<file path="src/design/fpa_pkg.sv">
// shared types, opcodes and saturation helpers for the fixed-point alu
package fpa_pkg;

    localparam int unsigned DefFracBits = 8;
    localparam int unsigned DataW       = 32;

    typedef enum logic [3:0] {
        OP_ADD     = 4'd0,
        OP_SUB     = 4'd1,
        OP_MUL     = 4'd2,
        OP_DIV     = 4'd3,
        OP_GT      = 4'd4,
        OP_LT      = 4'd5,
        OP_GE      = 4'd6,
        OP_LE      = 4'd7,
        OP_EQ      = 4'd8,
        OP_NE      = 4'd9,
        OP_INC     = 4'd10,
        OP_DEC     = 4'd11,
        OP_MIN     = 4'd12,
        OP_MAX     = 4'd13,
        OP_TOINT   = 4'd14,
        OP_FROMINT = 4'd15
    } fpa_op_t;

    // control and finished results riding alongside the divider
    typedef struct packed {
        logic             valid;
        logic             is_div;
        logic             neg;
        logic [DataW-1:0] r;
        logic             cmp;
        logic             dz;
        logic             ov;
    } fpa_side_t;

    typedef struct packed {
        logic [DataW-1:0] v;
        logic             ov;
    } fpa_res_t;

    // clamp a signed 64-bit value to the 32-bit range
    function automatic fpa_res_t sat_s64(input logic signed [63:0] v);
        fpa_res_t res;
        if (v > 64'sd2147483647) begin
            res.v  = 32'h7fff_ffff;
            res.ov = 1'b1;
        end else if (v < -64'sd2147483648) begin
            res.v  = 32'h8000_0000;
            res.ov = 1'b1;
        end else begin
            res.v  = v[31:0];
            res.ov = 1'b0;
        end
        return res;
    endfunction

    // signed result from magnitude and sign, clamped
    function automatic fpa_res_t sat_mag(input logic [63:0] m, input logic neg);
        fpa_res_t res;
        logic [31:0] lo;
        lo = m[31:0];
        if (neg) begin
            if (m > 64'h0000_0000_8000_0000) begin
                res.v  = 32'h8000_0000;
                res.ov = 1'b1;
            end else begin
                res.v  = 32'd0 - lo;
                res.ov = 1'b0;
            end
        end else begin
            if (m > 64'h0000_0000_7fff_ffff) begin
                res.v  = 32'h7fff_ffff;
                res.ov = 1'b1;
            end else begin
                res.v  = lo;
                res.ov = 1'b0;
            end
        end
        return res;
    endfunction

endpackage

</file>
<file path="src/design/fpa_div_stage.sv">
// one restoring-division stage: one quotient bit per stage
module fpa_div_stage #(
    parameter int unsigned QW = 40
) (
    input  logic                aclk,
    input  logic                aresetn,
    input  logic                en,
    input  fpa_pkg::fpa_side_t  side_in,
    input  logic [31:0]         rem_in,
    input  logic [QW-1:0]       nq_in,
    input  logic [31:0]         d_in,
    output fpa_pkg::fpa_side_t  side_reg,
    output logic [31:0]         rem_reg,
    output logic [QW-1:0]       nq_reg,
    output logic [31:0]         d_reg
);
    import fpa_pkg::*;

    logic [32:0] trial;
    logic        ge;
    logic [32:0] diff;

    assign trial = {rem_in, nq_in[QW-1]};
    assign ge    = trial >= {1'b0, d_in};
    assign diff  = trial - {1'b0, d_in};

    always_ff @(posedge aclk) begin
        if (!aresetn) begin
            side_reg <= '0;
        end else if (en) begin
            side_reg <= side_in;
        end
        if (en) begin
            rem_reg <= ge ? diff[31:0] : trial[31:0];
            nq_reg  <= {nq_in[QW-2:0], ge};
            d_reg   <= d_in;
        end
    end

endmodule

</file>
<file path="config.mk">
export PLATFORM = sky130hd
export DESIGN_NAME = fpa_div_stage
export DESIGN_NICKNAME = d
export VERILOG_FILES = /design/src/design/fpa_pkg.sv /design/src/design/fpa_div_stage.sv
export SDC_FILE = /design/constraint.sdc
export NUM_CORES = 1
export LEC_CHECK = 0
export ABC_AREA = 1
export BUFFER_PORTS_ARGS = -buffer_cell sky130_fd_sc_hd__buf_2
export CELL_PAD_IN_SITES_DETAIL_PLACEMENT = 1
export CELL_PAD_IN_SITES_GLOBAL_PLACEMENT = 2
export CORE_UTILIZATION = 25
export CTS_BUF_LIST = sky130_fd_sc_hd__clkbuf_8 sky130_fd_sc_hd__clkbuf_16
export DETAILED_ROUTE_END_ITERATION = 8
export GPL_ROUTABILITY_DRIVEN = 1
export PLACE_DENSITY_LB_ADDON = 0.1
export SLEW_MARGIN = 40
export SYNTH_ARGS = -nofsm -noshare
export SYNTH_HDL_FRONTEND = slang
export SYNTH_SLANG_ARGS = --single-unit
</file>
<file path="constraint.sdc">
create_clock -name aclk -period 1.65 [get_ports aclk]
set_input_delay 0.165 -clock aclk [delete_from_list [all_inputs] [get_ports aclk]]
set_output_delay 0.165 -clock aclk [all_outputs]
set_load 0.05 [all_outputs]
</file>
* Word-level counts from Yosys, hierarchy flattened
Cells that the tools add are included.
Operators by class: add/sub/neg operators 1, muxes and demuxes 1, order comparisons 1
Operator list (number):
- 33-bit by 32-bit >= comparator with 1-bit output | 1
- 32-bit 2-to-1 mux | 1
- 32-bit subtractor | 1
Storage, ports and cells: register bits 142, bits of input ports 145, logic and storage cells 13, output and inout bits 142

* Depth between registers and ports, before layout
depth after elaboration 2, mapped depth 17, mapped depth without buffers 15

* Worst setup path after synthesis
No wires, ideal clock.
kind input -> register, start point input nq_in[39], end point register rem_reg[16], data pin, library setup time 253 ps, buffers on the path 0, path slack -127 ps, required time 1397 ps, data arrival time 1524 ps, stages on the path 13, path through inv_1 -> ha_1 -> fa_1 -> inv_1 -> nand3_1 -> nand3_1 -> nand2_1 -> nand3_1 -> nand3_1 -> nand2_1 -> nand2_1 -> nand3_1 -> nand2_1
On the way: longest elaborated chain between the ends 2, elaborated cells between the ends (all ways) 3, those cells by class add/sub (1); order compare (1); mux (1)
Ends and longest elaborated chain:
- from (decl) | line fpa_div_stage.sv:10 | input logic [QW-1:0] nq_in,
- 32-bit subtractor / 33-bit by 32-bit >= comparator with 1-bit output (equally long branches) | line fpa_div_stage.sv:25, fpa_div_stage.sv:24
- 32-bit 2-to-1 mux * | line fpa_div_stage.sv:34 | rem_reg <= ge ? diff[31:0] : trial[31:0];
- to (signal assigned) | line fpa_div_stage.sv:34
- to (decl) | line fpa_div_stage.sv:13 | output logic [31:0] rem_reg,
Every way passes the cells marked *; elsewhere a longest branch is shown, timed or not. A chain may end at the register's enable or synchronous reset.

* Final worst setup path
start point input d_in[15], end point register rem_reg[1], data pin
On the way: longest elaborated chain between the ends 2
Ends and longest elaborated chain:
- from (decl) | line fpa_div_stage.sv:11 | input logic [31:0] d_in,
- 33-bit by 32-bit >= comparator with 1-bit output | line fpa_div_stage.sv:24 | assign ge = trial >= {1'b0, d_in};
- 32-bit 2-to-1 mux | line fpa_div_stage.sv:34
Every way passes these cells.

==> out/results.tsv <==
metric	value	unit
status	finished, final reports clean	
leakagePower	6.22	nW
pwr-share-clk	0.338	
synth_edf_count	104	
synth_compound_area_frac	0.0426	
synthesis.area	7520	um2
synth_top_family_by_area	simple AND/OR/NAND/NOR gates	
multiInputGateArea	3580	um2
fin_hold_ws	0.0467	ns
drtPass1Iterations	4	
syn_inst	919	
start_util	0.254	
drc_errors	0	
grt_usage	0.185	
criticalPathCategory	input port to register	
setup_viol	0	
power.share.combinational	0.312	
grt_pass1_vias	7844	
min-delay-start	rem_in[29]	
p_seq_frac	0.349	
clkSlewWorstSetupHoldPaths	0.07	ns
syn_nets	1097	
wl	28300	um
cts.sinks	142	
ios	287	
n_fill_cell	3578	
syn_avg_cell_area	8.18	um2
clock_latency	0.42	ns
die_x	175	um
layout_min_cycle_time	1.58	ns
startpoint	d_in[15]	
ys_seq_area_frac	0.516	
num_rows	63	
largest_register_ffs	40	
area_growth	66.8	%
max_cap_violations	0	
finalClockSkew	0	ns
slew_headroom	0.606	
core_area	29600	um2
grt_overflow_total	0	
final_common_cell	buf_2	
async_reset_ff_frac	0	
place_hpwl	21100	um
tightestPinTransition	0.591	ns
vias	7561	
antenna_left	0	
worstPathRequired	1.83	ns
clockRootBuffer	clkbuf_16	
yosys.area_share.simple	0.276	
synth_seq_cells	142	
rsz0062_at_grt	true	
grt_first_pass_wirelength	43200	um
start_kind	input port	
via_per_inst	4.15	
p_int	7.95	mW
finalHoldViolCount	0	
cts_tree	yes	
antenna_found_initial	2	
cts_htree_levels	4	
synth_mux_area_frac	0	
r2r-start	side_reg[31]	
nets	1594	
cp.arrival	1.76	ns
min_period_over_period	0.959	
finalPower	12.3	mW
end_kind	register	
regArea	3880	um2
power.switching	4.37	mW
gp_congestion	0.781	
synthAdderAreaFrac	0.0559	
yosysWarnings	0	
place.port_buffers	286	
die_y	175	um
cp_max_fo	6	
post_drt_wl_per_cell	15.5	um
drive_gt1_frac	0.379	
cts_buffers	17	
dieArea	30800	um2
grt_max_degree	51	
clock_path_buffers	2	
hp-class	input port to register	
yosys.cell_types.count	29	
peakVddDrop	0.000564	V
p_per_area	982	nW/um2
swShare	0.354	
layout_common_cells	buf_2, nand2_1, inv_1	
drtIter0Drc	318	
final_max_slew_viol_count	0	
synthXorXnorAreaFrac	0.0163	
synth-main-ff-cell	edfxtp_1	
fmax	632	MHz
synth_stat cells (all sizes together) (10+ instances only):
master / number / area (um2)
nand2: 312 / 1240
inv: 153 / 577
nor2: 116 / 450
edfxtp: 104 / 3120
o21ai: 40 / 200
dfxtp: 38 / 761
nand3: 38 / 195
ha: 32 / 400
a21oi: 21 / 105
xor2: 13 / 114
clkbuf: 12 / 45.0
nand3b: 10 / 75.1
worst max-delay path, stage by stage:
cell and delay (ns):
buf_2 0.12, inv_1 0.07, ha_4 0.29, nand2_1 0.11, nor2_4 0.16, nand2_2 0.09
nor2_2 0.14, nand2_1 0.09, nand3_2 0.08, nor2_4 0.05, nand2_8 0.13, clkbuf_16 0.18
o21ai_0 0.08
layout make-up:
cell class,instances,area share
inverters,153,0.0478
clock inverters,15,0.0150
multi-input cells,605,0.285
diodes,2,0.000399
well taps,390,0.0389
flip-flops and latches,142,0.310
repair buffers,497,0.269
clock buffers,17,0.0339
metal layers:
layer	vias to the layer above	track usage	share of wire
met5	-	0	0.00046
met4	2	0.0402	0.0089
met3	19	0.0426	0.054
met2	194	0.318	0.47
met1	3472	0.234	0.46
li1	3874	-	-
metrics by stage:
| stage | area (um2) | instances | TNS, ns | setup WS (ns) | utilization |
|---|---|---|---|---|---|
| after floorplan | 8010 | 919 | -1.21 | -0.0505 | - |
| after global placement | 10600 | 1670 | -14.39 | -0.614 | 0.356 |
| after detailed placement | 10600 | 1670 | -15.30 | -0.646 | 0.356 |
| after CTS | 12300 | 1810 | 0 | 0.00992 | 0.414 |
| after global routing | 12500 | 1819 | -0.0200 | -0.00613 | 0.423 |
| final | 12500 | 1821 | 0 | 0.0672 | 0.423 |
worst paths after layout:
path / end / depth (start not counted) / slack, ns
worst max-delay path: rem_reg[1] / 13 / 0.07
worst min-delay path: rem_reg[30] / 3 / 0.05
worst max register to register: side_reg[31] / 2 / 0.99
worst min register to register: side_reg[16] / 2 / 0.49
logic make-up after synthesis:
family                     after synthesis
AOI/OAI and AO/OA                       63
and+or+nand+nor                        495
buffers and inverters                  172
xor gates and xnor gates                14
adders and majority gates               33
DFF                                    142
power groups by stage:
| stage | sequential (mW) | clock, mW | combinational, mW |
|---|---|---|---|
| floorplan | 5.56 | 0 | 1.13 |
| global placement | 4.38 | 0 | 3.54 |
| detailed placement | 4.38 | 0 | 3.57 |
| CTS | 4.31 | 4.31 | 3.79 |
| global route | 4.34 | 4.44 | 4.17 |
| finish | 4.31 | 4.17 | 3.85 |
what timing repair did:
item / 4_1_cts / 5_1_grt
resized for setup: 6 / 51
hold buffers: 108 / 1
endpoints found under the setup margin: 8 / 32
gates cloned: 0 / 2
pin swaps: 0 / 11
setup buffers: 0 / 6
endpoints found under the hold margin: 108 / 1
(Power assumes the default switching activity.)
