## src/design/fpa_pkg.sv

```systemverilog
// shared types, opcodes and saturation helpers for the fixed-point alu
package fpa_pkg;

    localparam int unsigned DefFracBits = 8;
    localparam int unsigned DataW       = 32;

    typedef enum logic [3:0] {
        OP_ADD     = 4'd0,
        OP_SUB     = 4'd1,
        OP_MUL     = 4'd2,
        OP_DIV     = 4'd3,
        OP_GT      = 4'd4,
        OP_LT      = 4'd5,
        OP_GE      = 4'd6,
        OP_LE      = 4'd7,
        OP_EQ      = 4'd8,
        OP_NE      = 4'd9,
        OP_INC     = 4'd10,
        OP_DEC     = 4'd11,
        OP_MIN     = 4'd12,
        OP_MAX     = 4'd13,
        OP_TOINT   = 4'd14,
        OP_FROMINT = 4'd15
    } fpa_op_t;

    // control and finished results riding alongside the divider
    typedef struct packed {
        logic             valid;
        logic             is_div;
        logic             neg;
        logic [DataW-1:0] r;
        logic             cmp;
        logic             dz;
        logic             ov;
    } fpa_side_t;

    typedef struct packed {
        logic [DataW-1:0] v;
        logic             ov;
    } fpa_res_t;

    // clamp a signed 64-bit value to the 32-bit range
    function automatic fpa_res_t sat_s64(input logic signed [63:0] v);
        fpa_res_t res;
        if (v > 64'sd2147483647) begin
            res.v  = 32'h7fff_ffff;
            res.ov = 1'b1;
        end else if (v < -64'sd2147483648) begin
            res.v  = 32'h8000_0000;
            res.ov = 1'b1;
        end else begin
            res.v  = v[31:0];
            res.ov = 1'b0;
        end
        return res;
    endfunction

    // signed result from magnitude and sign, clamped
    function automatic fpa_res_t sat_mag(input logic [63:0] m, input logic neg);
        fpa_res_t res;
        logic [31:0] lo;
        lo = m[31:0];
        if (neg) begin
            if (m > 64'h0000_0000_8000_0000) begin
                res.v  = 32'h8000_0000;
                res.ov = 1'b1;
            end else begin
                res.v  = 32'd0 - lo;
                res.ov = 1'b0;
            end
        end else begin
            if (m > 64'h0000_0000_7fff_ffff) begin
                res.v  = 32'h7fff_ffff;
                res.ov = 1'b1;
            end else begin
                res.v  = lo;
                res.ov = 1'b0;
            end
        end
        return res;
    endfunction

endpackage

```

## src/design/fpa_front.sv

```systemverilog
// operand decode, multiply and simple operations (two register stages)
module fpa_front #(
    parameter int unsigned FRAC_BITS = fpa_pkg::DefFracBits,
    parameter int unsigned QW        = 32 + FRAC_BITS
) (
    input  logic                    aclk,
    input  logic                    aresetn,
    input  logic                    en,
    input  logic                    in_valid,
    input  logic [3:0]              in_kind,
    input  logic signed [31:0]      in_a,
    input  logic signed [31:0]      in_b,
    output fpa_pkg::fpa_side_t      side_reg,
    output logic [31:0]             rem_reg,
    output logic [QW-1:0]           nq_reg,
    output logic [31:0]             d_reg
);
    import fpa_pkg::*;

    localparam logic [63:0] HALF = (64'd1 << FRAC_BITS) >> 1;

    logic                v1_reg;
    logic [3:0]          k1_reg;
    logic signed [31:0]  a1_reg, b1_reg;
    logic [63:0]         p1_reg;
    logic [QW-1:0]       n1_reg;
    logic [31:0]         d1_reg;

    logic [31:0]         ma, mb;
    fpa_side_t           side_next;
    logic signed [63:0]  a64, b64;
    logic [63:0]         mrnd;
    fpa_res_t            sr;

    assign ma = in_a[31] ? 32'd0 - in_a : in_a;
    assign mb = in_b[31] ? 32'd0 - in_b : in_b;

    // stage 1: magnitudes and product
    always_ff @(posedge aclk) begin
        if (!aresetn) begin
            v1_reg <= 1'b0;
        end else if (en) begin
            v1_reg <= in_valid;
        end
        if (en) begin
            k1_reg <= in_kind;
            a1_reg <= in_a;
            b1_reg <= in_b;
            p1_reg <= ma * mb;
            n1_reg <= QW'(ma) << FRAC_BITS;
            d1_reg <= mb;
        end
    end

    // stage 2: everything but the quotient
    always_comb begin
        a64       = 64'(a1_reg);
        b64       = 64'(b1_reg);
        mrnd      = (p1_reg + HALF) >> FRAC_BITS;
        sr        = '0;
        side_next = '0;
        side_next.valid = v1_reg;
        case (fpa_op_t'(k1_reg))
            OP_ADD:  sr = sat_s64(a64 + b64);
            OP_SUB:  sr = sat_s64(a64 - b64);
            OP_MUL:  sr = sat_mag(mrnd, (a1_reg[31] ^ b1_reg[31]) && (p1_reg != 64'd0));
            OP_DIV: begin
                if (b1_reg == 32'sd0) begin
                    sr.v         = a1_reg;
                    side_next.dz = 1'b1;
                end else begin
                    side_next.is_div = 1'b1;
                    side_next.neg    = a1_reg[31] ^ b1_reg[31];
                end
            end
            OP_GT:   side_next.cmp = a1_reg > b1_reg;
            OP_LT:   side_next.cmp = a1_reg < b1_reg;
            OP_GE:   side_next.cmp = a1_reg >= b1_reg;
            OP_LE:   side_next.cmp = a1_reg <= b1_reg;
            OP_EQ:   side_next.cmp = a1_reg == b1_reg;
            OP_NE:   side_next.cmp = a1_reg != b1_reg;
            OP_INC:  sr = sat_s64(a64 + 64'sd1);
            OP_DEC:  sr = sat_s64(a64 - 64'sd1);
            OP_MIN:  sr.v = (a1_reg > b1_reg) ? b1_reg : a1_reg;
            OP_MAX:  sr.v = (a1_reg > b1_reg) ? a1_reg : b1_reg;
            OP_TOINT: sr.v = a1_reg >>> FRAC_BITS;
            OP_FROMINT: sr = sat_s64(a64 <<< FRAC_BITS);
            default: sr = '0;
        endcase
        side_next.r  = sr.v;
        side_next.ov = sr.ov;
    end

    always_ff @(posedge aclk) begin
        if (!aresetn) begin
            side_reg <= '0;
        end else if (en) begin
            side_reg <= side_next;
        end
        if (en) begin
            rem_reg <= 32'd0;
            nq_reg  <= n1_reg;
            d_reg   <= d1_reg;
        end
    end

endmodule

```

## config.mk

```make
export PLATFORM = sky130hd
export DESIGN_NAME = fpa_front
export DESIGN_NICKNAME = d
export VERILOG_FILES = /design/src/design/fpa_pkg.sv /design/src/design/fpa_front.sv
export SDC_FILE = /design/constraint.sdc
export NUM_CORES = 2
export LEC_CHECK = 0
export BUFFER_PORTS_ARGS = -buffer_cell sky130_fd_sc_hd__buf_2
export CAP_MARGIN = 20
export CORE_MARGIN = 2
export CORE_UTILIZATION = 35
export CTS_BUF_LIST = sky130_fd_sc_hd__clkbuf_8
export DETAILED_ROUTE_END_ITERATION = 8
export GPL_ROUTABILITY_DRIVEN = 0
export PLACE_DENSITY = 0.53
export SYNTH_ARGS = -nofsm -noshare
export SYNTH_HDL_FRONTEND = slang
export SYNTH_SLANG_ARGS = --single-unit
```

## constraint.sdc

```tcl
create_clock -name aclk -period 24.7 [get_ports aclk]
set_input_delay 4.94 -clock aclk [delete_from_list [all_inputs] [get_ports aclk]]
set_output_delay 4.94 -clock aclk [all_outputs]
set_load 0.02 [all_outputs]
```

-- After elaboration in Yosys (flattened, before gate mapping)
Cells that the tools add are included.
- register bits: 299
- word-level logic and storage cells: 88
- input port bits: 72
- output and inout bits: 142
- equality and inequality tests: 17
- multiply operators: 1
- mux-type cells: 25
- $add $sub $neg: 8
- reduce and logical (&&, ||, !) cells: 4
- magnitude comparators: 16
- bitwise gates (word level): 1
- operator list (operator ; number):
    33-bit 2-to-1 mux ; 13
    32-bit case mux with 10 select lines ; 1
    32-bit 2-to-1 mux ; 5
    33-bit by 32-bit > comparator with 1-bit output (second input constant) ; 4
    33-bit by 32-bit less-than comparator with 1-bit output (second input constant) ; 4
    1-bit by 32-bit subtractor with 32-bit output (first input constant) ; 3
    64-bit by 8-bit adder with 64-bit output (second input constant) ; 1
    32-bit by 32-bit multiplier with 64-bit output ; 1
    64-bit nonzero test ; 1
    56-bit by 31-bit > comparator with 1-bit output (second input constant) ; 1
    56-bit by 32-bit > comparator with 1-bit output (second input constant) ; 1
    40-bit by 32-bit > comparator with 1-bit output (second input constant) ; 1
    40-bit by 32-bit less-than comparator with 1-bit output (second input constant) ; 1
    32-bit by 2-bit adder with 33-bit output (second input constant) ; 1
    32-bit by 32-bit adder with 33-bit output ; 1
    32-bit by 2-bit subtractor with 33-bit output (second input constant) ; 1
    32-bit by 32-bit subtractor with 33-bit output ; 1
    32-bit equality test ; 1
    4-bit equality test (second input constant) ; 8
    32-bit greater-or-equal comparator ; 1
    32-bit > comparator ; 1
    32-bit less-or-equal comparator ; 1
    32-bit logical NOT ; 1
    32-bit less-than comparator ; 1
    10 further kinds ; 17

-- Logic depth before layout (Yosys ltp)
- depth in word-level cells: 5
- depth in mapped cells: 43
- gate-level depth less buffers: 39

-- Worst setup path before layout
OpenSTA, ideal clock, no wires.
- path kind: input to register
- start point: in in_a[0]
- end point: reg p1_reg[62] (data pin)
- data required time: 24428 ps
- setup time: 272 ps
- stages on the path: 38
- data arrival time: 14948 ps
- path buffers: 4
- setup slack: 9480 ps
- cells stage by stage: clkbuf_1 > inv_1 > clkbuf_1 > ha_1 > nand2b_1 > or3_1 > nand2b_4 > nand2b_1 > or4_4 > or4_1 > o21ai_0 > xor2_1 > buf_2 > nor2_1 > fa_1 > fa_1 > fa_1 > inv_1 > [2 not listed] > fa_1 > fa_1 > fa_1 > inv_1 > fa_1 > inv_1 > ha_1 > clkbuf_1 > nand4_1 > nor4_1 > nand2_1 > o31a_1 > o211ai_1 > o22a_1 > a21oi_1 > a21oi_1 > a21oi_1 > or4_1
- word-level cells in the longest chain between the ends: 3
- RTL lines (element ; RTL line ; source):
    start, declared ; fpa_front.sv:11 ; input logic signed [31:0] in_a,
    1-bit by 32-bit subtractor with 32-bit output ; fpa_front.sv:35 ; assign ma = in_a[31] ? 32'd0 - in_a : in_a;
    32-bit 2-to-1 mux * ; fpa_front.sv:35 ;
    32-bit by 32-bit multiplier with 64-bit output * ; fpa_front.sv:49 ; p1_reg <= ma * mb;
    end signal, assigned ; fpa_front.sv:49 ;
    end, declared ; fpa_front.sv:25 ; logic [63:0] p1_reg;
Every way passes the cells marked *; elsewhere a longest branch is shown, timed or not.
A chain may end at the register's enable or synchronous reset.

-- Worst setup path in the final report
- start point: in in_b[12]
- end point: reg p1_reg[61] (data pin)
- word-level cells in the longest chain between the ends: 3
- RTL lines (element ; RTL line ; source):
    start, declared ; fpa_front.sv:12 ; input logic signed [31:0] in_b,
    1-bit by 32-bit subtractor with 32-bit output ; fpa_front.sv:36 ; assign mb = in_b[31] ? 32'd0 - in_b : in_b;
    32-bit 2-to-1 mux * ; fpa_front.sv:36 ;
    32-bit by 32-bit multiplier with 64-bit output * ; fpa_front.sv:49 ;
Marked as above.

==> flow_summary_export.csv <==
group,metric,value,unit
status,outcome,"complete, no violations",
timing,worst_pin_slew,1.21,ns
timing,skew,0.0966,ns
placed_design,portBuffers,173,
detailed_routing,wirelength,218000,microns
clock_tree,cts_tree,"built",
finish,nets,7480,
critical_path,cp_slowest_cell,"clkinv_1",
timing,hold-worst-slack,0.385,ns
grt,grt_max_degree,68,
yosys,synth_top_area_cell,"fa_1",
finish,layout-drive-gt1-share,8.29,%
finish,layout_common_cells,"inv_1, fa_1, nor2_1, nand2_1, ha_1",
timing,final_hold_viol_count,0,
detailed_routing,drtIter0Drc,4945,
hold_path,hold_path_class,"flop to flop",
yosys,synth_seq_cells,297,
clock_tree,post-cts-setup-buffers,0,
grt,track_usage,27.5,%
yosys,synth_top_area_share,33.4,%
detailed_routing,drc,0,
critical_path,cp_num_buf_inv,7,
clock_tree,cts_resized,0,
yosys,synth_seq_area_share,15.8,%
yosys,synth_cells,6134,
critical_path,path_common_cell,"fa_1",
critical_path,cp_max_fo,18,
grt,grt_pass1_wl,317000,microns
grt,grt_overflow,0,
finish,largest_reg_flops,64,
yosys,synthTopCellsByArea,"fa_1, edfxtp_1, ha_1",
timing,period_needed,16.43,ns
critical_path,critPathMaxStageDelay,0.77,ns
finish,final_common_cell,"inv_1",
yosys,synth_edf_count,258,
clock_tree,cts_max_level,2,
floorplan,core_area,152000,sq um
yosys,netlist_area,53900,sq um
floorplan,dieHeight,396,microns
clock_tree,clock_path_buffers,3,
timing,drv_slew,0,
detailed_routing,ant_nets,0,
critical_path,cp.required,25.20,ns
grt,grt_pass1_vias,46550,
critical_path,cpLargestDelayFamily,"adder cells",
yosys,synthArstFlopShare,0,%
floorplan,start_util,35.3,%
finish,final_cell_count_no_fill,8260,
critical_path,arrival,16.93,ns
placed_design,dp_hpwl,168000,microns
timing,max-slew-margin-rel,17.2,%
critical_path,start_kind,"primary input",
clock_tree,cts_buffers,59,
detailed_routing,dr.pass1.iters,8,
yosys,synth_area_per_cell,8.78,sq um
finish,syn2layout_area_growth,8.82,%
placed_design,placed_cells,8142,
timing,final.period_utilization,66.5,%
timing,fin_tns_setup,0,ns
clock_tree,cts.sinks,297,
timing,setup_viol,0,
grt,grt_antenna_before_repair,8,
clock_tree,cts_hold_buf,0,
clock_tree,clock_latency,0.82,ns
yosys,yosysUniqueCellTypes,104,
floorplan,rows,143,
detailed_routing,viasPerCell,5.63,
critical_path,worstSetupEndpointType,"flop",
yosys,ys.warnings.count,0,
detailed_routing,route.vias.total,46491,
timing,rsz0062_at_grt,"no",
floorplan,pin_count,214,
critical_path,critPathKind,"primary input to flop",
yosys,synthFlopType,"edfxtp_1",
run,cap_violations,0,
clock_tree,cts_root_buffer,"clkbuf_8",
timing,fmax,0.0609,GHz
floorplan,die_x,396,microns
detailed_routing,wire_per_inst,26.4,microns
floorplan,fp.dieArea,157000,sq um
clock_tree,clk_pin_slew,0.06,ns
finish,post-route-util,38.4,%
[path summary, 6_finish.rpt]
| check | from | endpoint | slack [ns] | depth (start not counted) |
|---|---|---|---|---|
| worst max-delay path | in_b[12] | p1_reg[61] | 8.27 | 34 |
| worst min-delay path | n1_reg[30] | nq_reg[30] | 0.39 | 0 |
| worst max register to register | a1_reg[0] | side_reg[17] | 18.89 | 13 |
| worst min register to register | n1_reg[30] | nq_reg[30] | 0.39 | 0 |
[logic make-up (layout without fill, tap and decap cells)]
logic type                 count (synthesis)  count (layout)  synth area share, %
AOI/OAI and AO/OA                        832             832                 10.6
xor gates and xnor gates                 259             259                 4.23
adders and majority gates               1234            1234                 41.2
buffers and inverters                   1468            1517                 10.6
DFF                                      297             297                 15.8
muxes                                     40              40                0.764
other                                      1              48              0.00696
and+or+nand+nor                         2003            2003                 16.8
[through the flow]
stage	instance area, sq um	setup WS (ns)
final	58600	8.27
after global routing	58600	7.97
after detailed placement	57200	7.68
after CTS	58600	8.47
after floorplan	54000	9.48
after global placement	57200	7.83
[final cells by class]
type | count | area, sq um
multi-input combinational | 4408 | 40100
antenna | 8 | 20.0
timing repair buffer | 305 | 1890
sequential | 297 | 8530
clock buffer | 67 | 922
clock inverter | 42 | 433
fill | 15599 | 93800
inverter | 1103 | 4140
tap | 2030 | 2540
[cell usage after synthesis (18+ instances only)]
| library cell | n |
|---|---|
| inv_1 | 1080 |
| fa_1 | 898 |
| nor2_1 | 740 |
| nand2_1 | 688 |
| ha_1 | 336 |
| clkbuf_1 | 274 |
| edfxtp_1 | 258 |
| a21oi_1 | 194 |
| xnor2_1 | 159 |
| o21ai_0 | 142 |
| xor2_1 | 99 |
| nand3_1 | 86 |
| nor4_1 | 70 |
| nor3_1 | 69 |
| a21o_1 | 59 |
| nand4_1 | 59 |
| nor2b_1 | 52 |
| a31oi_1 | 50 |
| buf_4 | 44 |
| dfxtp_1 | 39 |
| and3_1 | 38 |
| and2_1 | 37 |
| o211ai_1 | 34 |
| a211oi_1 | 33 |
| or3_1 | 33 |
| nand2b_1 | 32 |
| mux2i_1 | 31 |
| a221oi_1 | 30 |
| o31ai_1 | 28 |
| buf_2 | 27 |
| or4_1 | 24 |
| o22ai_1 | 22 |
| o21a_1 | 19 |
| o21bai_1 | 19 |
| clkinv_1 | 18 |
[layer usage]
layer / wire length, microns / vias to the layer above / global-route usage [%]
met3: 22200 / 595 / 5.96
met5: 20 / - / 0
met2: 96100 / 2641 / 42.3
li1: - / 19718 / -
met4: 14100 / 2 / 14.5
met1: 85800 / 23535 / 36.4
Power is left out: the tool's default activity adds up to more than one toggle a clock period on the data nets, which glitch-free logic cannot reach.
