`src/design/fpa_pkg.sv`:
```
// shared types, opcodes and saturation helpers for the fixed-point alu
package fpa_pkg;

    localparam int unsigned DefFracBits = 8;
    localparam int unsigned DataW       = 32;

    typedef enum logic [3:0] {
        OP_ADD     = 4'd0,
        OP_SUB     = 4'd1,
        OP_MUL     = 4'd2,
        OP_DIV     = 4'd3,
        OP_GT      = 4'd4,
        OP_LT      = 4'd5,
        OP_GE      = 4'd6,
        OP_LE      = 4'd7,
        OP_EQ      = 4'd8,
        OP_NE      = 4'd9,
        OP_INC     = 4'd10,
        OP_DEC     = 4'd11,
        OP_MIN     = 4'd12,
        OP_MAX     = 4'd13,
        OP_TOINT   = 4'd14,
        OP_FROMINT = 4'd15
    } fpa_op_t;

    // control and finished results riding alongside the divider
    typedef struct packed {
        logic             valid;
        logic             is_div;
        logic             neg;
        logic [DataW-1:0] r;
        logic             cmp;
        logic             dz;
        logic             ov;
    } fpa_side_t;

    typedef struct packed {
        logic [DataW-1:0] v;
        logic             ov;
    } fpa_res_t;

    // clamp a signed 64-bit value to the 32-bit range
    function automatic fpa_res_t sat_s64(input logic signed [63:0] v);
        fpa_res_t res;
        if (v > 64'sd2147483647) begin
            res.v  = 32'h7fff_ffff;
            res.ov = 1'b1;
        end else if (v < -64'sd2147483648) begin
            res.v  = 32'h8000_0000;
            res.ov = 1'b1;
        end else begin
            res.v  = v[31:0];
            res.ov = 1'b0;
        end
        return res;
    endfunction

    // signed result from magnitude and sign, clamped
    function automatic fpa_res_t sat_mag(input logic [63:0] m, input logic neg);
        fpa_res_t res;
        logic [31:0] lo;
        lo = m[31:0];
        if (neg) begin
            if (m > 64'h0000_0000_8000_0000) begin
                res.v  = 32'h8000_0000;
                res.ov = 1'b1;
            end else begin
                res.v  = 32'd0 - lo;
                res.ov = 1'b0;
            end
        end else begin
            if (m > 64'h0000_0000_7fff_ffff) begin
                res.v  = 32'h7fff_ffff;
                res.ov = 1'b1;
            end else begin
                res.v  = lo;
                res.ov = 1'b0;
            end
        end
        return res;
    endfunction

endpackage

```
`src/design/fpa_back.sv`:
```
// quotient rounding, saturation and output register
module fpa_back #(
    parameter int unsigned QW = 40
) (
    input  logic                aclk,
    input  logic                aresetn,
    input  logic                en,
    input  fpa_pkg::fpa_side_t  side_in,
    input  logic [31:0]         rem_in,
    input  logic [QW-1:0]       q_in,
    input  logic [31:0]         d_in,
    output logic                m_valid,
    output logic signed [31:0]  m_result_value,
    output logic                m_compare_true,
    output logic                m_divide_by_zero,
    output logic                m_overflowed
);
    import fpa_pkg::*;

    logic        rnd;
    logic [63:0] qr;
    fpa_res_t    dr;
    logic        valid_reg;
    logic [31:0] val_reg;
    logic        cmp_reg, dz_reg, ov_reg;

    // round half up on the remainder
    assign rnd = {rem_in, 1'b0} >= {1'b0, d_in};
    assign qr  = 64'(q_in) + 64'(rnd);
    assign dr  = sat_mag(qr, side_in.neg);

    always_ff @(posedge aclk) begin
        if (!aresetn) begin
            valid_reg <= 1'b0;
        end else if (en) begin
            valid_reg <= side_in.valid;
        end
        if (en) begin
            val_reg <= side_in.is_div ? dr.v : side_in.r;
            ov_reg  <= side_in.is_div ? dr.ov : side_in.ov;
            cmp_reg <= side_in.cmp;
            dz_reg  <= side_in.dz;
        end
    end

    assign m_valid          = valid_reg;
    assign m_result_value   = val_reg;
    assign m_compare_true   = cmp_reg;
    assign m_divide_by_zero = dz_reg;
    assign m_overflowed     = ov_reg;

endmodule

```
`config.mk`:
```
export PLATFORM = sky130hd
export DESIGN_NAME = fpa_back
export DESIGN_NICKNAME = d
export VERILOG_FILES = /design/src/design/fpa_pkg.sv /design/src/design/fpa_back.sv
export SDC_FILE = /design/constraint.sdc
export NUM_CORES = 1
export LEC_CHECK = 0
export ABC_AREA = 1
export BUFFER_PORTS_ARGS = -buffer_cell sky130_fd_sc_hd__buf_2
export CAP_MARGIN = 0
export CORE_ASPECT_RATIO = 0.7
export CORE_MARGIN = 1
export CORE_UTILIZATION = 57
export DETAILED_ROUTE_END_ITERATION = 7
export PLACE_DENSITY = 0.88
export SLEW_MARGIN = 20
export SYNTH_ARGS = -nofsm -noshare
export SYNTH_HDL_FRONTEND = slang
export SYNTH_SLANG_ARGS = --single-unit
```
`constraint.sdc`:
```
create_clock -name aclk -period 8.6 [get_ports aclk]
set_clock_uncertainty 0.1 [all_clocks]
set_input_delay 0.86 -clock aclk [delete_from_list [all_inputs] [get_ports aclk]]
set_output_delay 0.86 -clock aclk [all_outputs]
set_load 0.01 [all_outputs]
```
; ---- Word-level counts from Yosys, hierarchy flattened
; Cells that the tools add are included.
[totals]
rom_bits = 0
word_cells = 15
output_inout_bits = 36
mem_bits_rw = 0
regBits = 36
memories = 0
input_bits = 145
latchBits = 0
[classes]
mul = 0
add_sub_neg = 2
n_div = 0
reduce_logical = 0
shift = 0
bitwise = 0
n_lt_le_gt_ge = 3
eq_ne = 0
n_mux = 5
[ops]
columns = cell, count
row1 = $mux W33, 3
row2 = $add A40 B1 Y41, 1
row3 = $gt A41 B31 Y1 const B, 1
row4 = $gt A41 B32 Y1 const B, 1
row5 = $ge A33 B32 Y1, 1
row6 = $mux W32, 1
row7 = $sub A1 B32 Y32 const A, 1
row8 = $mux W1, 1

; ---- Depth between registers and ports, before layout
; Gate-level depths: netlist of run 1.
[logic_depth]
ltp_word = 6
ltp_mapped = 32
depth_no_buf = 31

; ---- Worst setup path before layout of run 1
; No wires, ideal clock.
[synth_timing]
kind = input to register
from = input d_in[2]
to = register val_reg[20], in the netlist m_result_value[20], data pin
setup_time_ns = 0.131
required_time_ns = 8.369
arrival_time_ns = 4.300
path_stages = 28
slack_ns = 4.069
path_buffers = 1
path_cell_list = inv_1 ha_1 a21oi_1 nor2_1 nor2_1 a21oi_1 o41ai_1 o211ai_1 nand2_1 o211ai_1 ha_1 ha_1 inv_1 ha_1 a21boi_0 nand2_1 nor2_4 nand2_1 nor2_4 nand3_2 nor2_4 nand2_2 a21oi_4 buf_6 nand3_1 nand2_1 nand2_1 nand2_1
[synth_via]
elab_chain_cells = 6
word_cells_on_any_way = 9
cone_classes = 2 x add/sub / 3 x order compare / 4 x mux
[synth_lines]
columns = item, line
row1 = from (decl), fpa_back.sv:11  ; input logic [31:0] d_in,
row2 = $ge A33 B32 Y1 *, fpa_back.sv:28  ; assign rnd = {rem_in, 1'b0} >= {1'b0, d_in};
row3 = $add A40 B1 Y41 *, fpa_back.sv:29  ; assign qr = 64'(q_in) + 64'(rnd);
row4 = $gt A41 B31 Y1 (tied with other cells), fpa_pkg.sv:72  ; if (m > 64'h0000_0000_7fff_ffff) begin
row5 = $mux W33 (on tied branches), "fpa_pkg.sv:72, fpa_pkg.sv:64"
row6 = $mux W33 *, fpa_pkg.sv:63  ; if (neg) begin
row7 = $mux W32 *, fpa_back.sv:39  ; val_reg <= side_in.is_div ? dr.v : side_in.r;
row8 = to (signal assigned), fpa_back.sv:39
row9 = to (decl), fpa_back.sv:24  ; logic [31:0] val_reg;
; Every way passes the cells marked *; elsewhere a longest branch is shown, timed or not.
; A chain may end at the register's enable or synchronous reset.

; ---- Worst setup path after layout of run 1
[layout_timing]
from = input d_in[31]
to = register val_reg[31], in the netlist m_result_value[31], data pin
; Same word-level chain as after synthesis.

==> results of run 1 <==
==> layout by cell type (no fill, tap or decap), types with 7 or more instances in the layout <==
cell	n
ha_1	35
nand3_1	98
nor2_4	10
xor2_1	16
nand4_1	31
a21oi_1	19
o21ai_0	9
nor2_1	114
nand3b_1	7
edfxtp_1	35
nor2_2	9
nand2_2	18
buf_2	180
inv_1	120
nand2_1	410
==> where the power goes <==
part	switching, mW	leakage, nW	internal (mW)
clock network	0.0676	0.0648	0.104
logic	0.129	3.16	0.0779
registers	0.00393	0.350	0.211
==> through the flow <==
stage,instances,hold WS (ns)
2_1_floorplan,990,0.455
3_3_place_gp,1271,0.425
3_5_place_dp,1271,0.428
4_1_cts,1278,0.435
5_1_grt,1278,0.458
6_report,1278,0.432
==> how the worst max path moves through the flow <==
| stage | end | cells past startpoint | slack, ns |
|---|---|---|---|
| floorplan | m_result_value[20] | 28 | 4.07 |
| global placement | m_result_value[22] | 28 | 3.18 |
| detailed placement | m_result_value[15] | 28 | 2.94 |
| CTS | m_result_value[18] | 28 | 3.19 |
| global route | m_result_value[31] | 25 | 2.67 |
| finish | m_result_value[31] | 25 | 3.07 |
==> per-layer routing <==
| layer | up-vias | GRT usage [%] | wire length, µm |
|---|---|---|---|
| met5 | - | 0 | 0 |
| li1 | 3481 | - | - |
| met2 | 385 | 57.0 | 7560 |
| met4 | 0 | 6.29 | 241 |
| met1 | 3083 | 46.8 | 7310 |
| met3 | 38 | 8.74 | 1980 |
==> critical path: cells and delay by family <==
| kind | cells | cell delay, ns |
|---|---|---|
| AND/OR/NAND/NOR | 15 | 3.01 |
| adder cells (fa/ha/maj) | 3 | 0.77 |
| AO/OA/AOI/OAI | 3 | 0.58 |
| buffers and inverters | 4 | 0.20 |
==> flip-flops by register name (all words and copies together), names as in the netlist <==
signal / cells
m_divide_by_zero: 1
m_overflowed: 1
m_result_value: 32
m_compare_true: 1
m_valid: 1
==> logic make-up (layout without fill, tap and decap cells) <==
group,count (synthesis),count (layout),synth area share [%]
compound gates,39,39,4.10
xor+xnor,19,19,2.96
fa+ha+maj,35,35,7.80
buf+inv,147,311,10.5
flops,36,36,19.1
simple gates,714,714,55.6
==> cell type report <==
type	instances	area share, %
clock inverters	2	0.112
inverters	122	6.84
repair buffers	182	13.7
clock buffers	5	1.87
multi-input cells	807	59.2
flip-flops and latches	36	16.0
well taps	124	2.32
==> run_results.csv, run 1 <==
group,metric,value,unit
outcome,outcome,"completed",
critical_path,startpoint,"d_in[31]",
route,drc,0,
clock_network,clk_path_buf_depth,2,
sta,hold_viol,0,
critical_path,crit_type,"primary input to register",
place,place_ws,2.94,ns
sta,clock.fmax,181,MHz
floorplan,start_util,60.2,%
place,gp_congestion,1.00,
power_and_ir_drop,p_per_area,88.6,nW/µm²
route,first_pass_iters,6,
route,vias,6987,
place,dp_hpwl,13800,µm
layout,final_nets,1334,
route,antenna_left,0,
power_and_ir_drop,p_total,0.593,mW
sta,final_max_slew_viol_count,0,
floorplan,core_area,9330,µm²
layout,areaGrowthSynthToFinish,19.2,%
critical_path,arrival,5.45,ns
grt,grt_use_total,34.8,%
route,vias_per_cell,5.47,
clock_network,h-tree-depth,2,
synthesis,synthFlopType,"edfxtp_1",
critical_path,cp_slowest_cell,"nor2_1",
sta,fin_ws,3.07,ns
synthesis,yosysWarnings,0,
layout,multi_input_area,3960,µm²
synthesis,synth_top_area_cell,"nand2_1",
synthesis,synth_cells,990,
sta,period_minus_slack,5.53,ns
critical_path,r2r_start,"m_valid",
layout,final_util,71.8,%
synthesis,synth_async_sr_flop_share,0,%
route,finalWirelength,17100,µm
power_and_ir_drop,ir_worst_vdd,106,µV
hold_path,hp-start,"m_valid",
clock_network,ctsHoldBuffers,0,
critical_path,critPathLaunchType,"primary input",
synthesis,synth.avg_cell_area,5.67,µm²
floorplan,die_w,121,µm
critical_path,worstRegToRegCells,2,
grt,overflow,0,
hold_path,hold_class,"register to register",
hold_path,whs_path_depth,2,
sta,rsz0062_at_grt,"no",
grt,grt_pass1_vias,6369,
synthesis,ys_types,37,
floorplan,die_h,85.1,µm
clock_network,cts-resized-gates,0,
clock_network,clock-root-buffer,"clkbuf_16",
clock_network,cts_buffers,5,
place,place_area,6560,µm²
grt,antenna_found_initial,0,
synthesis,synth_fp_nets,1170,
route,drt_iter0_drc,684,
route,wl_per_cell,13.4,µm
layout,drive_above_1_share,20.4,%
critical_path,crit_fanout,12,
clock_network,clk_pin_slew_worst_paths,0.05,ns
sta,finalCritPeriodShare,64.3,%
clock_network,clk_latency,0.28,ns
synthesis,synth_top_area_share,27.4,%
critical_path,r2r-end,"m_valid",
synthesis,synthTopCellsByArea,"nand2_1 27%, edfxtp_1 19%, nand3_1 8.8%, inv_1 8.0%, ha_1 7.8%",
sta,finalSetupViolations,0,
grt,grt_pass1_wl,29000,µm
hold_path,holdPathEnd,"m_valid",
floorplan,rows,29,
grt,grt_max_degree,38,
synthesis,synth_area,5620,µm²
place,io_buffer_count,180,
synthesis,yosysSeqAreaShare,19.1,%
critical_path,r2r_setup_slack,7.85,ns
synthesis,ys_seq_elements,36,
floorplan,die_area,10300,µm²
clock_network,cts_sinks,36,
synthesis,synth_commonest_cells,"410 x nand2_1, 120 x inv_1, 114 x nor2_1",
floorplan,io_pins,181,
layout,fill_cells,819,
sta,setup_tns,0,ns
clock_network,tritoncts,"built",
critical_path,cp-end-kind,"register",
layout,final_area,6700,µm²
synthesis,synth_most_common_cell,"nand2_1",
clock_network,post_cts.repair.setup_buffers,0,
layout,antenna_cells,0,
layout,seqCellArea,1070,µm²
sta,slew_headroom,26.9,%
synthesis,synth_edf_count,35,
critical_path,required,8.52,ns
critical_path,critPathMaxStageDelay,0.84,ns
power_and_ir_drop,p_leak,3.58,nW
sta,worstMarginPinSlew,1.09,ns
job,maxCapViolCount,0,
Power figures use the tool's default switching activity.
==> run 2, diff against run 1 <==
--- a/config.mk
+++ b/config.mk
@@ -10,9 +10,9 @@
 export CAP_MARGIN = 0
 export CORE_ASPECT_RATIO = 0.7
 export CORE_MARGIN = 1
-export CORE_UTILIZATION = 57
+export CORE_UTILIZATION = 53
 export DETAILED_ROUTE_END_ITERATION = 7
-export PLACE_DENSITY = 0.88
+export PLACE_DENSITY = 0.83
 export SLEW_MARGIN = 20
 export SYNTH_ARGS = -nofsm -noshare
 export SYNTH_HDL_FRONTEND = slang
==> constraint.sdc (replaced) <==
create_clock -name aclk -period 5.74 [get_ports aclk]
set_clock_uncertainty 0.1 [all_clocks]
set_input_delay 0.574 -clock aclk [delete_from_list [all_inputs] [get_ports aclk]]
set_output_delay 0.574 -clock aclk [all_outputs]
set_load 0.01 [all_outputs]
==> run 2 against run 1 <==
Against the previous run: flip-flop and latch count unchanged; die area increased by 7.4%; sequential share of layout area decreased by 0.086 points; cell area increased by 0.54%; utilization decreased by 6.6 points; clock power increased by 68%; worst setup slack got worse by 2.2 ns; largest cell class unchanged.
==> run_results.csv, run 2 (synthesis results as in run 1) <==
group,metric,value,unit
power_and_ir_drop,ir_worst_vdd,125,µV
grt,grt_use_total,31.3,%
power_and_ir_drop,p_sw,0.298,mW
sta,final_max_slew_viol_count,0,
hold_path,hold_class,"primary input to register",
floorplan,start_util,54.5,%
critical_path,cp-end-kind,"register",
sta,clock.fmax,206,MHz
grt,overflow,0,
sta,finalCritPeriodShare,84.5,%
critical_path,r2r-end,"m_valid",
sta,setup_tns,0,ns
route,drt_iter0_drc,678,
critical_path,arrival,4.77,ns
clock_network,tritoncts,"built",
route,vias,6827,
critical_path,cp.depth,26,
floorplan,core_area,10300,µm²
clock_network,ctsHoldBuffers,0,
outcome,outcome,"completed",
clock_network,clk_path_buf_depth,2,
place,place_ws,0.652,ns
power_and_ir_drop,power_frac_comb,33.4,%
sta,worstMarginPinSlew,0.957,ns
critical_path,critPathMaxStageDelay,0.33,ns
sta,slew_headroom,36.1,%
critical_path,r2r_setup_slack,4.95,ns
route,first_pass_iters,7,
critical_path,crit_type,"primary input to register",
power_and_ir_drop,clockPowerShare,31.4,%
route,vias_per_cell,5.30,
critical_path,cp_slowest_cell,"nand2_1",
sta,hold_viol,0,
place,place_area,6580,µm²
sta,worst_hold_slack,0.362,ns
layout,final_area,6730,µm²
route,antenna_left,0,
power_and_ir_drop,p_per_area,136,nW/µm²
clock_network,h-tree-depth,2,
layout,largest_reg_flops,32,
critical_path,worstRegToRegCells,2,
clock_network,clk_latency,0.28,ns
clock_network,cts_sinks,36,
grt,grt_pass1_vias,6056,
place,gp_congestion,0.992,
floorplan,die_w,125,µm
place,dp_hpwl,13800,µm
grt,antenna_found_initial,0,
critical_path,cpMostUsedCell,"nand2_1",
floorplan,die_h,88.1,µm
clock_network,post_cts.repair.setup_buffers,0,
critical_path,r2r_start,"m_valid",
place,io_buffer_count,180,
layout,fill_cells,1019,
floorplan,io_pins,181,
critical_path,path_delay_family,"simple AND/OR/NAND/NOR gates",
sta,rsz0062_at_grt,"no",
power_and_ir_drop,sw_frac_of_total,32.5,%
job,maxCapViolCount,0,
critical_path,startpoint,"rem_in[1]",
layout,drive_above_1_share,20.5,%
layout,final_util,65.3,%
grt,grt_pass1_wl,28000,µm
critical_path,cp-endpoint,"m_result_value[31]",
critical_path,critPathLaunchType,"primary input",
layout,final_nets,1335,
critical_path,required,5.66,ns
sta,period_minus_slack,4.85,ns
floorplan,die_area,11000,µm²
layout,layout_common_cells,"410 x nand2_1, 180 x buf_2, 120 x inv_1",
power_and_ir_drop,seqPwrFrac,35.2,%
critical_path,crit_fanout,12,
clock_network,cts_buffers,5,
clock_network,clock-root-buffer,"clkbuf_16",
route,drc,0,
clock_network,clk_pin_slew_worst_paths,0.06,ns
route,finalWirelength,16700,µm
layout,areaGrowthSynthToFinish,19.8,%
power_and_ir_drop,internal_power,0.618,mW
critical_path,path_buf_inv,2,
floorplan,rows,31,
sta,fin_ws,0.892,ns
sta,finalSetupViolations,0,
layout,mostFrequentLayoutCell,"nand2_1",
layout,antenna_cells,0,
power_and_ir_drop,p_leak,3.60,nW
grt,grt_max_degree,38,
clock_network,cts-resized-gates,0,
route,wl_per_cell,13.0,µm
[run 2: through the flow]
stage                     power (mW)  cells
after floorplan                0.506    990
after global placement         0.628   1280
after detailed placement       0.630   1280
after CTS                      0.917   1288
after global routing           0.974   1288
final                          0.916   1288
[run 2: layer usage]
| metal | global-route usage (%) | vias to the layer above | share of wire, % |
|---|---|---|---|
| met2 | 50.7 | 322 | 43 |
| met3 | 5.62 | 16 | 8.9 |
| met5 | 0 | - | 0 |
| met4 | 4.77 | 0 | 0.71 |
| met1 | 44.5 | 3007 | 47 |
| li1 | - | 3482 | - |
[run 2: area by class of cell]
cell class              instances  area [µm²]  area share [%]
multi-input cells             807        3960            58.8
repair buffers                183         923            13.7
inverters                     122         458            6.80
well taps                     132         165            2.45
flip-flops and latches         36        1070            15.9
clock buffers                   8         156            2.32
[run 2: worst min-delay path by stage]
stage | startpoint | to | slack (ns) | cells past startpoint
detailed placement | m_valid | m_valid | 0.43 | 2
finish | side_in[1] | m_divide_by_zero | 0.36 | 1
floorplan | m_valid | m_valid | 0.46 | 2
CTS | side_in[1] | m_divide_by_zero | 0.36 | 1
global route | side_in[2] | m_compare_true | 0.36 | 1
global placement | m_valid | m_valid | 0.42 | 2
[run 2: power by group through the flow]
stage / registers [mW] / logic [mW] / clock network, mW
global placement: 0.327 / 0.300 / 0
CTS: 0.323 / 0.304 / 0.291
detailed placement: 0.328 / 0.302 / 0
finish: 0.322 / 0.305 / 0.288
global route: 0.325 / 0.349 / 0.300
floorplan: 0.341 / 0.165 / 0
==> run 3, diff against run 2 <==
==> constraint.sdc (replaced) <==
create_clock -name aclk -period 4.9 [get_ports aclk]
set_clock_uncertainty 0.1 [all_clocks]
set_input_delay 0.49 -clock aclk [delete_from_list [all_inputs] [get_ports aclk]]
set_output_delay 0.49 -clock aclk [all_outputs]
set_load 0.01 [all_outputs]
==> run 3 against run 2 <==
Against the previous run: the run now ends with DRC left; worst setup slack got worse by 0.47 ns; utilization rose by 1.3 points; global-route usage fell by 0.37 points; first-iteration DRC count fell by 29%; sequential share of layout area fell by 0.31 points; hold slack got worse by 0.074 ns; total power rose by 20%.
==> run_results.csv, run 3 (synthesis results as in run 1) <==
group,metric,value,unit
outcome,outcome,"finished with violations",
outcome,violations,"DRC",
clock_network,tritoncts,"built",
place,dp_hpwl,14100,µm
hold_path,hold_class,"primary input to register",
layout,areaGrowthSynthToFinish,22.2,%
route,finalWirelength,16800,µm
clock_network,clk_path_buf_depth,2,
place,io_buffer_count,180,
route,drt_iter0_drc,482,
clock_network,clk_pin_slew_worst_paths,0.05,ns
clock_network,clk_latency,0.28,ns
sta,clock.fmax,223,MHz
critical_path,startpoint,"rem_in[1]",
route,drc,8,
route,vias_per_cell,5.32,
layout,layout.cells.non_filler,1297,
floorplan,die_h,88.1,µm
critical_path,crit_fanout,9,
grt,overflow,0,
critical_path,critPathLaunchType,"primary input",
job,maxCapViolCount,0,
layout,largest_reg_flops,32,
sta,period_minus_slack,4.48,ns
grt,grt_use_total,31.0,%
critical_path,path_delay_family,"simple AND/OR/NAND/NOR gates",
power_and_ir_drop,p_total,1.10,mW
floorplan,io_pins,181,
layout,drive_above_1_share,21.3,%
route,wl_per_cell,13.0,µm
critical_path,cp_slowest_cell,"ha_1",
critical_path,arrival,4.53,ns
power_and_ir_drop,p_per_area,160,nW/µm²
route,vias,6906,
grt,grt_pass1_vias,6102,
sta,worstMarginPinSlew,0.964,ns
grt,grt_pass1_wl,27800,µm
route,first_pass_iters,8,
clock_network,cts_sinks,36,
place,place_ws,0.0625,ns
critical_path,crit_type,"primary input to register",
clock_network,clock-root-buffer,"clkbuf_16",
sta,finalSetupViolations,0,
critical_path,path_buf_inv,3,
sta,final_max_slew_viol_count,0,
sta,setup_tns,0,ns
layout,antenna_cells,0,
grt,antenna_found_initial,0,
route,antenna_left,0,
sta,finalCritPeriodShare,91.4,%
power_and_ir_drop,p_leak,3.66,nW
layout,final_nets,1344,
floorplan,die_w,125,µm
critical_path,required,4.95,ns
grt,grt_max_degree,38,
sta,slew_headroom,35.6,%
clock_network,h-tree-depth,2,
critical_path,r2r_start,"m_valid",
layout,layout_common_cells,"410 x nand2_1, 180 x buf_2, 120 x inv_1",
floorplan,die_area,11000,µm²
hold_path,hp-start,"side_in[1]",
floorplan,core_area,10300,µm²
sta,rsz0062_at_grt,"no",
critical_path,critPathMaxStageDelay,0.32,ns
critical_path,cpMostUsedCell,"nand2_1",
critical_path,cp-end-kind,"register",
clock_network,cts_buffers,5,
sta,fin_ws,0.419,ns
sta,worst_hold_slack,0.288,ns
place,gp_congestion,1.01,
floorplan,rows,31,
floorplan,start_util,54.5,%
power_and_ir_drop,ir_worst_vdd,152,µV
place,dp.cells,1289,
sta,hold_viol,0,
clock_network,ctsHoldBuffers,0,
layout,mostFrequentLayoutCell,"nand2_1",
## run 3: area by class of cell
| cell class | instances | area (µm²) |
|---|---|---|
| clock inverter | 3 | 42.5 |
| tap | 132 | 165 |
| timing repair buffer | 192 | 1040 |
| fill | 1013 | 3450 |
| multi-input combinational | 807 | 3960 |
| clock buffer | 5 | 125 |
| inverter | 122 | 458 |
| sequential | 36 | 1070 |
## run 3: per-stage QoR
stage,util [%],instance area [µm²]
3_5_place_dp,64.9,6690
3_3_place_gp,64.9,6690
2_1_floorplan,-,5620
4_1_cts,66.5,6860
5_1_grt,66.5,6870
6_report,66.5,6870
## run 3: per-layer routing
layer  global-route usage, %  part of all wire (%)  vias up
li1                        -                     -     3486
met1                    43.2                    46     3074
met2                    50.7                    44      332
met3                    5.86                   9.6       14
met4                    4.99                  0.61        0
met5                       0                     0        -
## run 3: path summary, 6_finish.rpt
check | depth (start not counted) | slack (ns) | end
max | 28 | 0.42 | m_result_value[16]
max reg2reg | 2 | 4.11 | m_valid
min reg2reg | 2 | 0.47 | m_valid
min | 1 | 0.29 | m_divide_by_zero
## run 3: repair_timing
item / in CTS / in global routing
buffers inserted: 0 / 0
endpoints found under the setup margin: 0 / 10
resized for setup: 0 / 2
## run 3: worst register-to-register path, stage by stage (launching register included)
cell     delay (ns)
dfxtp_1        0.31
o21ai_0        0.17
a21oi_1        0.06
## run 3: report_power, final
part	total [mW]	internal, mW	switching [mW]
Clock	0.358	0.239	0.120
Combinational	0.364	0.140	0.225
Sequential	0.377	0.371	0.00612
Total	1.10	0.749	0.351
